File: src/rtl/tle_pkg.sv
// ----------------------------------------------------------------------------
// tle_pkg: shared types and constants of the terminal line editor
// key codes, result kinds, cell commands and default settings
// ----------------------------------------------------------------------------
`default_nettype none

package tle_pkg;

  // counts, cursor and view offset are always 7 bits wide
  localparam int CNT_W = 7;
  localparam int LINE_CAP_DEF = 64;
  localparam logic [7:0] DW_RESET = 8'd79;

  // result kinds
  localparam logic [2:0] KIND_STATUS = 3'd0;
  localparam logic [2:0] KIND_CHAR   = 3'd1;
  localparam logic [2:0] KIND_EMPTY  = 3'd2;
  localparam logic [2:0] KIND_EOF    = 3'd3;
  localparam logic [2:0] KIND_INTR   = 3'd4;

  // key codes
  localparam logic [7:0] KEY_CTRL_A = 8'd1;
  localparam logic [7:0] KEY_CTRL_C = 8'd3;
  localparam logic [7:0] KEY_CTRL_D = 8'd4;
  localparam logic [7:0] KEY_CTRL_E = 8'd5;
  localparam logic [7:0] KEY_BS     = 8'd8;
  localparam logic [7:0] KEY_CTRL_K = 8'd11;
  localparam logic [7:0] KEY_CTRL_L = 8'd12;
  localparam logic [7:0] KEY_ENTER  = 8'd13;
  localparam logic [7:0] KEY_CTRL_N = 8'd14;
  localparam logic [7:0] KEY_CTRL_P = 8'd16;
  localparam logic [7:0] KEY_CTRL_T = 8'd20;
  localparam logic [7:0] KEY_CTRL_U = 8'd21;
  localparam logic [7:0] KEY_CTRL_W = 8'd23;
  localparam logic [7:0] KEY_ESC    = 8'd27;
  localparam logic [7:0] KEY_LBRACK = 8'd91;
  localparam logic [7:0] KEY_C      = 8'd67;
  localparam logic [7:0] KEY_D      = 8'd68;
  localparam logic [7:0] KEY_DEL    = 8'd127;

  // command broadcast along the cell row
  typedef enum logic [1:0] {
    CELL_HOLD,
    CELL_INS,
    CELL_DEL,
    CELL_SHL
  } cell_op_e;

  typedef struct packed {
    cell_op_e         op;
    logic [CNT_W-1:0] pos;
  } cell_cmd_t;

endpackage

`default_nettype wire

File: src/rtl/tle_cell.sv
// ----------------------------------------------------------------------------
// tle_cell: one character cell of the line row
// holds one character and takes it from the key or a neighbor on insert, from a neighbor on delete or drain
// ----------------------------------------------------------------------------
`default_nettype none

module tle_cell import tle_pkg::*; #(
  parameter int IDX = 0
) (
  input  wire logic       clk_i,
  input  wire cell_cmd_t  cmd_i,
  input  wire logic [7:0] key_i,
  input  wire logic [7:0] left_i,
  input  wire logic [7:0] right_i,
  output logic [7:0]      data_o
);

  localparam logic [CNT_W-1:0] MyIdx = CNT_W'(IDX);

  logic [7:0] data_q, data_d;

  always_comb begin
    data_d = data_q;
    unique case (cmd_i.op)
      CELL_INS: begin
        if (MyIdx > cmd_i.pos) begin
          data_d = left_i;
        end else if (MyIdx == cmd_i.pos) begin
          data_d = key_i;
        end
      end
      CELL_DEL: begin
        if (MyIdx >= cmd_i.pos) begin
          data_d = right_i;
        end
      end
      CELL_SHL: data_d = right_i;
      default:  data_d = data_q;
    endcase
  end

  always_ff @(posedge clk_i) begin
    data_q <= data_d;
  end

  assign data_o = data_q;

endmodule

`default_nettype wire

File: src/rtl/terminal_line_editor.sv
// ----------------------------------------------------------------------------
// terminal_line_editor: line editor for raw keyboard bytes with arrow keys
// keeps an editable line in a row of character cells, with cursor and view
// ----------------------------------------------------------------------------
// output: a key's status word is registered and valid in the cycle after the key is taken
// throughput: one key per cycle while the output word is taken and no line is draining;
//   after Enter on a non-empty line, the cell row drains one character per cycle
//   into cell 0 while the output word is taken; cell 0 feeds the output register
// reset: cursor, length, view, escape stage and width register (79) are set
//   at once; the cell contents are not reset and need no clearing pass
`default_nettype none

module terminal_line_editor import tle_pkg::*; #(
  parameter int LINE_CAPACITY = LINE_CAP_DEF
) (
  input  wire logic             clk_i,
  input  wire logic             rst_ni,
  // configuration write channel
  input  wire logic             cfg_valid_i,
  output logic                  cfg_ready_o,
  input  wire logic [7:0]       cfg_wdata_i,
  // key input channel
  input  wire logic             in_valid_i,
  output logic                  in_stall_o,
  input  wire logic [7:0]       key_byte_i,
  // result output channel
  output logic                  out_valid_o,
  input  wire logic             out_stall_i,
  output logic [2:0]            kind_o,
  output logic [7:0]            line_char_o,
  output logic [CNT_W-1:0]      cursor_o,
  output logic [CNT_W-1:0]      length_o,
  output logic [CNT_W-1:0]      view_offset_o,
  output logic                  last_o
);

  // sequencer states
  localparam logic ST_IDLE = 1'b0;
  localparam logic ST_READ = 1'b1;

  // escape sequence stages
  localparam logic [1:0] ESC_IDLE = 2'd0;
  localparam logic [1:0] ESC_OPEN = 2'd1;
  localparam logic [1:0] ESC_CSI  = 2'd2;
  localparam logic [1:0] ESC_SKIP = 2'd3;

  localparam logic [CNT_W-1:0] Cap = CNT_W'(LINE_CAPACITY);

  // view follows the cursor one step when it runs past the visible width
  function automatic logic [CNT_W-1:0] scroll(input logic [CNT_W-1:0] cur,
                                               input logic [CNT_W-1:0] view,
                                               input logic [7:0]       width);
    logic [CNT_W-1:0] diff;
    diff = cur - view;
    return ({1'b0, diff} > width) ? view + 1'b1 : view;
  endfunction

  logic             state_q, state_d;
  logic [1:0]       esc_q, esc_d;
  logic [CNT_W-1:0] cursor_q, cursor_d;
  logic [CNT_W-1:0] length_q, length_d;
  logic [CNT_W-1:0] view_q, view_d;
  logic [CNT_W-1:0] rd_cnt_q, rd_cnt_d;
  logic [7:0]       width_q;

  logic             out_valid_q, out_valid_d;
  logic [2:0]       kind_q;
  logic [7:0]       char_q;
  logic [CNT_W-1:0] ocur_q, olen_q, oview_q;
  logic             last_q;

  logic             slot_free;
  logic             in_acc;
  logic             res_load;
  logic [2:0]       res_kind;
  logic [7:0]       res_char;
  logic             res_last;
  logic [CNT_W-1:0] cur_tmp;
  cell_cmd_t        cmd;

  // cell row, cell 0 is the head of the line
  logic [7:0] cell_data [LINE_CAPACITY];

  // output slot frees up when empty or when its word is taken this cycle
  assign slot_free  = !out_valid_q || !out_stall_i;
  assign in_stall_o = !((state_q == ST_IDLE) && slot_free);
  assign in_acc     = in_valid_i && !in_stall_o;

  // the user writes configuration only while idle, the block does not enforce it; always ready
  assign cfg_ready_o = 1'b1;

  always_comb begin
    state_d  = state_q;
    esc_d    = esc_q;
    cursor_d = cursor_q;
    length_d = length_q;
    view_d   = view_q;
    rd_cnt_d = rd_cnt_q;
    res_load = 1'b0;
    res_kind = KIND_STATUS;
    res_char = 8'd0;
    res_last = 1'b1;
    cur_tmp  = cursor_q;
    cmd.op   = CELL_HOLD;
    cmd.pos  = '0;

    if (in_acc) begin
      res_load = 1'b1;
      unique case (esc_q)
        ESC_OPEN: begin
          esc_d = (key_byte_i == KEY_LBRACK) ? ESC_CSI : ESC_SKIP;
        end
        ESC_CSI: begin
          esc_d = ESC_IDLE;
          if (key_byte_i == KEY_C) begin
            // right arrow
            cur_tmp  = (cursor_q < length_q) ? cursor_q + 1'b1 : cursor_q;
            cursor_d = cur_tmp;
            view_d   = scroll(cur_tmp, view_q, width_q);
          end else if (key_byte_i == KEY_D) begin
            // left arrow
            cur_tmp  = (cursor_q != '0) ? cursor_q - 1'b1 : cursor_q;
            cursor_d = cur_tmp;
            view_d   = (cur_tmp < view_q) ? view_q - 1'b1 : view_q;
          end
        end
        ESC_SKIP: begin
          esc_d = ESC_IDLE;
        end
        default: begin
          case (key_byte_i) inside
            KEY_ENTER: begin
              cursor_d = '0;
              length_d = '0;
              view_d   = '0;
              if (length_q == '0) begin
                res_kind = KIND_EMPTY;
              end else begin
                // characters follow from the drain sequence
                res_load = 1'b0;
                rd_cnt_d = length_q;
                state_d  = ST_READ;
              end
            end
            KEY_BS, KEY_DEL: begin
              if (cursor_q != '0) begin
                cmd.op   = CELL_DEL;
                cmd.pos  = cursor_q - 1'b1;
                cursor_d = cursor_q - 1'b1;
                length_d = length_q - 1'b1;
                view_d   = (view_q != '0) ? view_q - 1'b1 : view_q;
              end
            end
            KEY_CTRL_C: begin
              cursor_d = '0;
              length_d = '0;
              view_d   = '0;
              res_kind = KIND_INTR;
            end
            KEY_CTRL_D: begin
              if (length_q == '0) begin
                res_kind = KIND_EOF;
              end
            end
            KEY_CTRL_U: begin
              cursor_d = '0;
              length_d = '0;
              view_d   = '0;
            end
            KEY_ESC: begin
              esc_d = ESC_OPEN;
            end
            KEY_CTRL_A, KEY_CTRL_E, KEY_CTRL_K, KEY_CTRL_L,
            KEY_CTRL_N, KEY_CTRL_P, KEY_CTRL_T, KEY_CTRL_W: begin
              // no-op keys
            end
            default: begin
              // insert at the cursor, a full line ignores the key
              if (length_q < Cap) begin
                cmd.op   = CELL_INS;
                cmd.pos  = cursor_q;
                cur_tmp  = cursor_q + 1'b1;
                cursor_d = cur_tmp;
                length_d = length_q + 1'b1;
                view_d   = scroll(cur_tmp, view_q, width_q);
              end
            end
          endcase
        end
      endcase
    end else if ((state_q == ST_READ) && slot_free) begin
      // drain: cell 0 goes out, the row moves one place toward the head
      res_load = 1'b1;
      res_kind = KIND_CHAR;
      res_char = cell_data[0];
      res_last = (rd_cnt_q == CNT_W'(1));
      cmd.op   = CELL_SHL;
      rd_cnt_d = rd_cnt_q - 1'b1;
      if (res_last) begin
        state_d = ST_IDLE;
      end
    end
  end

  assign out_valid_d = res_load || (out_valid_q && out_stall_i);

  // cell row
  for (genvar g = 0; g < LINE_CAPACITY; g++) begin : g_cell
    logic [7:0] left_w, right_w;
    if (g == 0) begin : g_head
      assign left_w = 8'd0;
    end else begin : g_body_l
      assign left_w = cell_data[g-1];
    end
    if (g == LINE_CAPACITY - 1) begin : g_tail
      assign right_w = 8'd0;
    end else begin : g_body_r
      assign right_w = cell_data[g+1];
    end
    tle_cell #(
      .IDX (g)
    ) u_cell (
      .clk_i   (clk_i),
      .cmd_i   (cmd),
      .key_i   (key_byte_i),
      .left_i  (left_w),
      .right_i (right_w),
      .data_o  (cell_data[g])
    );
  end

  // control state
  always_ff @(posedge clk_i or negedge rst_ni) begin
    if (!rst_ni) begin
      state_q     <= ST_IDLE;
      esc_q       <= ESC_IDLE;
      cursor_q    <= '0;
      length_q    <= '0;
      view_q      <= '0;
      rd_cnt_q    <= '0;
      width_q     <= DW_RESET;
      out_valid_q <= 1'b0;
    end else begin
      state_q     <= state_d;
      esc_q       <= esc_d;
      cursor_q    <= cursor_d;
      length_q    <= length_d;
      view_q      <= view_d;
      rd_cnt_q    <= rd_cnt_d;
      out_valid_q <= out_valid_d;
      if (cfg_valid_i && cfg_ready_o) begin
        width_q <= cfg_wdata_i;
      end
    end
  end

  // output word, loaded only when the slot is free
  always_ff @(posedge clk_i) begin
    if (res_load) begin
      kind_q  <= res_kind;
      char_q  <= res_char;
      ocur_q  <= cursor_d;
      olen_q  <= length_d;
      oview_q <= view_d;
      last_q  <= res_last;
    end
  end

  assign out_valid_o   = out_valid_q;
  assign kind_o        = kind_q;
  assign line_char_o   = char_q;
  assign cursor_o      = ocur_q;
  assign length_o      = olen_q;
  assign view_offset_o = oview_q;
  assign last_o        = last_q;

endmodule

`default_nettype wire

File: config.mk
export PLATFORM = sky130hd
export DESIGN_NAME = terminal_line_editor
export DESIGN_NICKNAME = d
export VERILOG_FILES = /design/src/rtl/tle_pkg.sv /design/src/rtl/tle_cell.sv /design/src/rtl/terminal_line_editor.sv
export SDC_FILE = /design/constraint.sdc
export NUM_CORES = 2
export LEC_CHECK = 0
export BUFFER_PORTS_ARGS = -buffer_cell sky130_fd_sc_hd__buf_2
export CAP_MARGIN = 20
export CORE_UTILIZATION = 25
export CTS_BUF_LIST = sky130_fd_sc_hd__clkbuf_4 sky130_fd_sc_hd__clkbuf_8
export DETAILED_ROUTE_END_ITERATION = 12
export GPL_TIMING_DRIVEN = 0
export PLACE_DENSITY_LB_ADDON = 0.05
export SLEW_MARGIN = 15
export SYNTH_ARGS = -nofsm -noshare
export SYNTH_HDL_FRONTEND = slang
export SYNTH_HIERARCHICAL = 1
export SYNTH_SLANG_ARGS = --single-unit
File: constraint.sdc
create_clock -name clk_i -period 49.3 [get_ports clk_i]
set_input_delay 9.86 -clock clk_i [delete_from_list [all_inputs] [get_ports clk_i]]
set_output_delay 9.86 -clock clk_i [all_outputs]
set_load 0.005 [all_outputs]
==> impl_metrics.toml <==
[run_status]
status = "finished, final reports clean"

[floorplanning]
die_y_um = 396
die_x_um = 396
num_rows = 144
dieArea_um2 = 156000
ioPinCount = 57
initial_core_util_pct = 25.2
core-area_um2 = 154000

[worst_setup_path]
cp.arrival_ns = 10.55
cp-start-kind = "input port"
reg2regPathDepth = 25
crit_family = "compound AO/OA/AOI/OAI gates"
setup.worst_path.start = "out_stall_i"
cpMostUsedCell = "buf_2"
worstPathRequired_ns = 39.44
crit_buf_inv = 3
reg2reg_slack_ns = 42.74
cp-end-kind = "output pin"
cpPeakStageDelay_ns = 0.38
cp_max_fo = 6
crit_type = "input port to output pin"
timing.rr.end = "view_offset_o[4]"
slowest_stage = "a21oi_1"
crit_path_cell_trace = "buf_2 > a21oi_1 > inv_1 > buf_2"
r2r-start = "length_q[6]"

[global_route]
grt-ovfl-total = 0
grt_pass1_wl_um = 225000
grt_use_total_pct = 18.5
grt_max_degree = 57
grt_antenna_before_repair = 3
gr-usage-met3_pct = 2.37
gr-max-usage-layer = "met2"
grtUsageMet1_pct = 25.5
grt_pass1_vias = 34100
use_met2_pct = 30.2

[yosys]
muxShareOfSynthArea_pct = 1.15
synth_xor_area_share_pct = 0.814
async_flop_share_pct = 6.84
synth_top_cells_by_area = "edfxtp_1, a21oi_1, nor2b_1"
synth_compound_area_share_pct = 28.5
synth-adder-area-share_pct = 3.11
ys_seq_area_share_pct = 44.9
synth_cell_types = 147
synth_edf_count = 545
ys_ff_latch = 585
syn-cell-area_um2 = 38700
syn_inst = 3787
yosys.area.top_type = "edfxtp_1"
synth_top_family_by_area = "compound AO/OA/AOI/OAI gates"
yosys_warnings = 6
post-synth-top-count-cell = "edfxtp_1"
synthFlopType = "edfxtp_1"
syn-mean-instance-area_um2 = 10.2
yosys-top-cells-count = "edfxtp_1, a21oi_1, o21ai_0"
synth_top_area_share_pct = 42.3
synthSimpleGateAreaFrac_pct = 17.3

[cts]
post_cts_buffers = 0
numCtsBuffers = 121
clockRootBuffer = "clkbuf_8"
ctsLongestPathBuffers = 3
cts_sinks = 585
cts_tree = "yes"
htreeDepth = 3
clk_latency_ns = 0.84
cts_resized = 0
clkTransAtPathRegs_ns = 0.05
hold_buffers = 0

[worst_hold_path]
hold_path_class = "flip-flop to flip-flop"
min_to = "rd_cnt_q[4]"
hold_depth = 2
hp-start = "rd_cnt_q[4]"

[sta]
rsz0062_at_grt = "no"
fmaxAchievable_ghz = 0.0490
worst_slew_pin_slew_ns = 1.09
slew_headroom_pct = 27.1
slew_viol_final = 0
finalCriticalPeriod_ns = 20.41
fin_crit_sh_pct = 41.4
finClkSkew_ns = 0.0466
hold_viol = 0
setup_viol = 0

[drt]
dr.pass1.iters = 5
drt_iter0_drc = 2124
wire_per_inst_um = 23.9
ant_nets = 0
drt_wl_total_um = 149000
drc = 0
via_count = 33100
vias_per_cell = 5.34

[power_and_ir_drop]
peakVddDrop_v = 0.0000198
leakage_nw = 15.9
fin_total_pwr_w = 0.00163
p_per_area_nw_per_um2 = 35.3

[placement]
post-place-cells = 5979
hpwlAfterDp_um = 103000
port-buffer-count = 55
dpl_cell_area_um2 = 43800
finalWeightedCongestion = 0.771

[final_layout]
instances_no_fill = 6206
areaGrowthSynthToFinish_pct = 19.0
final_nets = 4137
fin_area_um2 = 46100
drive_above_1_share_pct = 15.9

[job]
drv_cap = 0
## registers in the layout, summed over array words and instances (netlist names), 2 cells and up
signal and cells:
length_o 7, view_offset_o 7, length_q 7, cursor_o 7
g_cell.u_cell/data_o 512, cursor_q 7, esc_q 2, line_char_o 8
view_q 7, width_q 8, kind_o 3, rd_cnt_q 7
## area by class of cell
cell class,count,area [um2]
diodes,2,5.00
plain buffers,219,1200
clock buffers,162,1990
clock inverters,62,342
fillers,16200,108000
inverters,114,428
multi-input cells,2876,19900
flip-flops and latches,585,17400
well taps,2044,2560
repair buffers,142,2310
## kinds of logic (layout without fill, tap and decap cells)
group / count (synthesis) / count (layout)
buffers and inverters: 333 / 699
AND/OR/NAND/NOR: 1125 / 1125
AO/OA/AOI/OAI: 1559 / 1559
adder cells (fa/ha/maj): 104 / 104
other: 2 / 11
XOR/XNOR: 36 / 36
flip-flops: 585 / 585
multiplexers: 43 / 43
## through the flow
stage | hold WS [ns] | utilization (%) | setup TNS [ns] | setup WS (ns)
finish | 0.501 | 30.0 | 0 | 28.89
global route | 0.537 | 30.0 | 0 | 28.79
CTS | 0.510 | 30.0 | 0 | 28.88
detailed placement | 0.497 | 28.4 | 0 | 28.88
global placement | 0.509 | 27.0 | -384.71 | -4.01
floorplan | 0.463 | - | 0 | 20.68
## placed cells by master (no fill, tap or decap), types with 32 or more instances in the layout
cell / Yosys / layout
edfxtp_1: 545 / 545
a21oi_1: 335 / 331
o21ai_0: 268 / 266
nor2b_1: 240 / 240
a31oi_1: 237 / 237
nand2_1: 208 / 206
nor2_1: 148 / 145
clkbuf_8: 0 / 123
inv_1: 111 / 111
buf_2: 57 / 106
clkbuf_1: 92 / 92
o21ai_1: 86 / 87
a221o_1: 85 / 85
nand3_1: 84 / 84
ha_1: 55 / 55
and2_1: 50 / 50
clkinv_1: 3 / 48
nand2b_1: 47 / 47
buf_16: 0 / 46
nor3_1: 44 / 43
o31a_1: 43 / 43
clkbuf_4: 2 / 41
maj3_1: 41 / 41
and3_1: 40 / 40
buf_6: 29 / 37
o31ai_1: 40 / 36
o211ai_1: 35 / 35
a41oi_1: 35 / 35
dfrtp_1: 35 / 35
or4b_1: 34 / 34
buf_12: 1 / 33
mux2i_1: 32 / 32
## report_power, final
| group | internal (W) | switching (W) | total, W |
|---|---|---|---|
| clock network | 0.000271 | 0.000249 | 0.000520 |
| logic | 0.000164 | 0.000272 | 0.000435 |
| registers | 0.000625 | 0.0000488 | 0.000674 |
## routing by layer
layer  routed length [um]  part of all wire [%]
met2                68900                    46
met4                 3960                   2.7
met5                    0                     0
met1                70800                    48
met3                 4950                   3.3
## how the worst max path moves through the flow
stage | to | slack (ns) | depth (start not counted)
after floorplan | g_cell[57].u_cell/data_o[0] | 20.68 | 9
after global placement | g_cell[7].u_cell/data_o[4] | -4.01 | 11
after detailed placement | in_stall_o | 28.88 | 4
after CTS | in_stall_o | 28.88 | 4
after global routing | in_stall_o | 28.79 | 4
final | in_stall_o | 28.89 | 4
## tightest hold or removal path, cell delays in order (launching register included)
cell	delay, ns
dfrtp_1	0.33
o21ai_0	0.07
o21ai_0	0.06
Note: power is estimated with default switching activity, not from simulation.
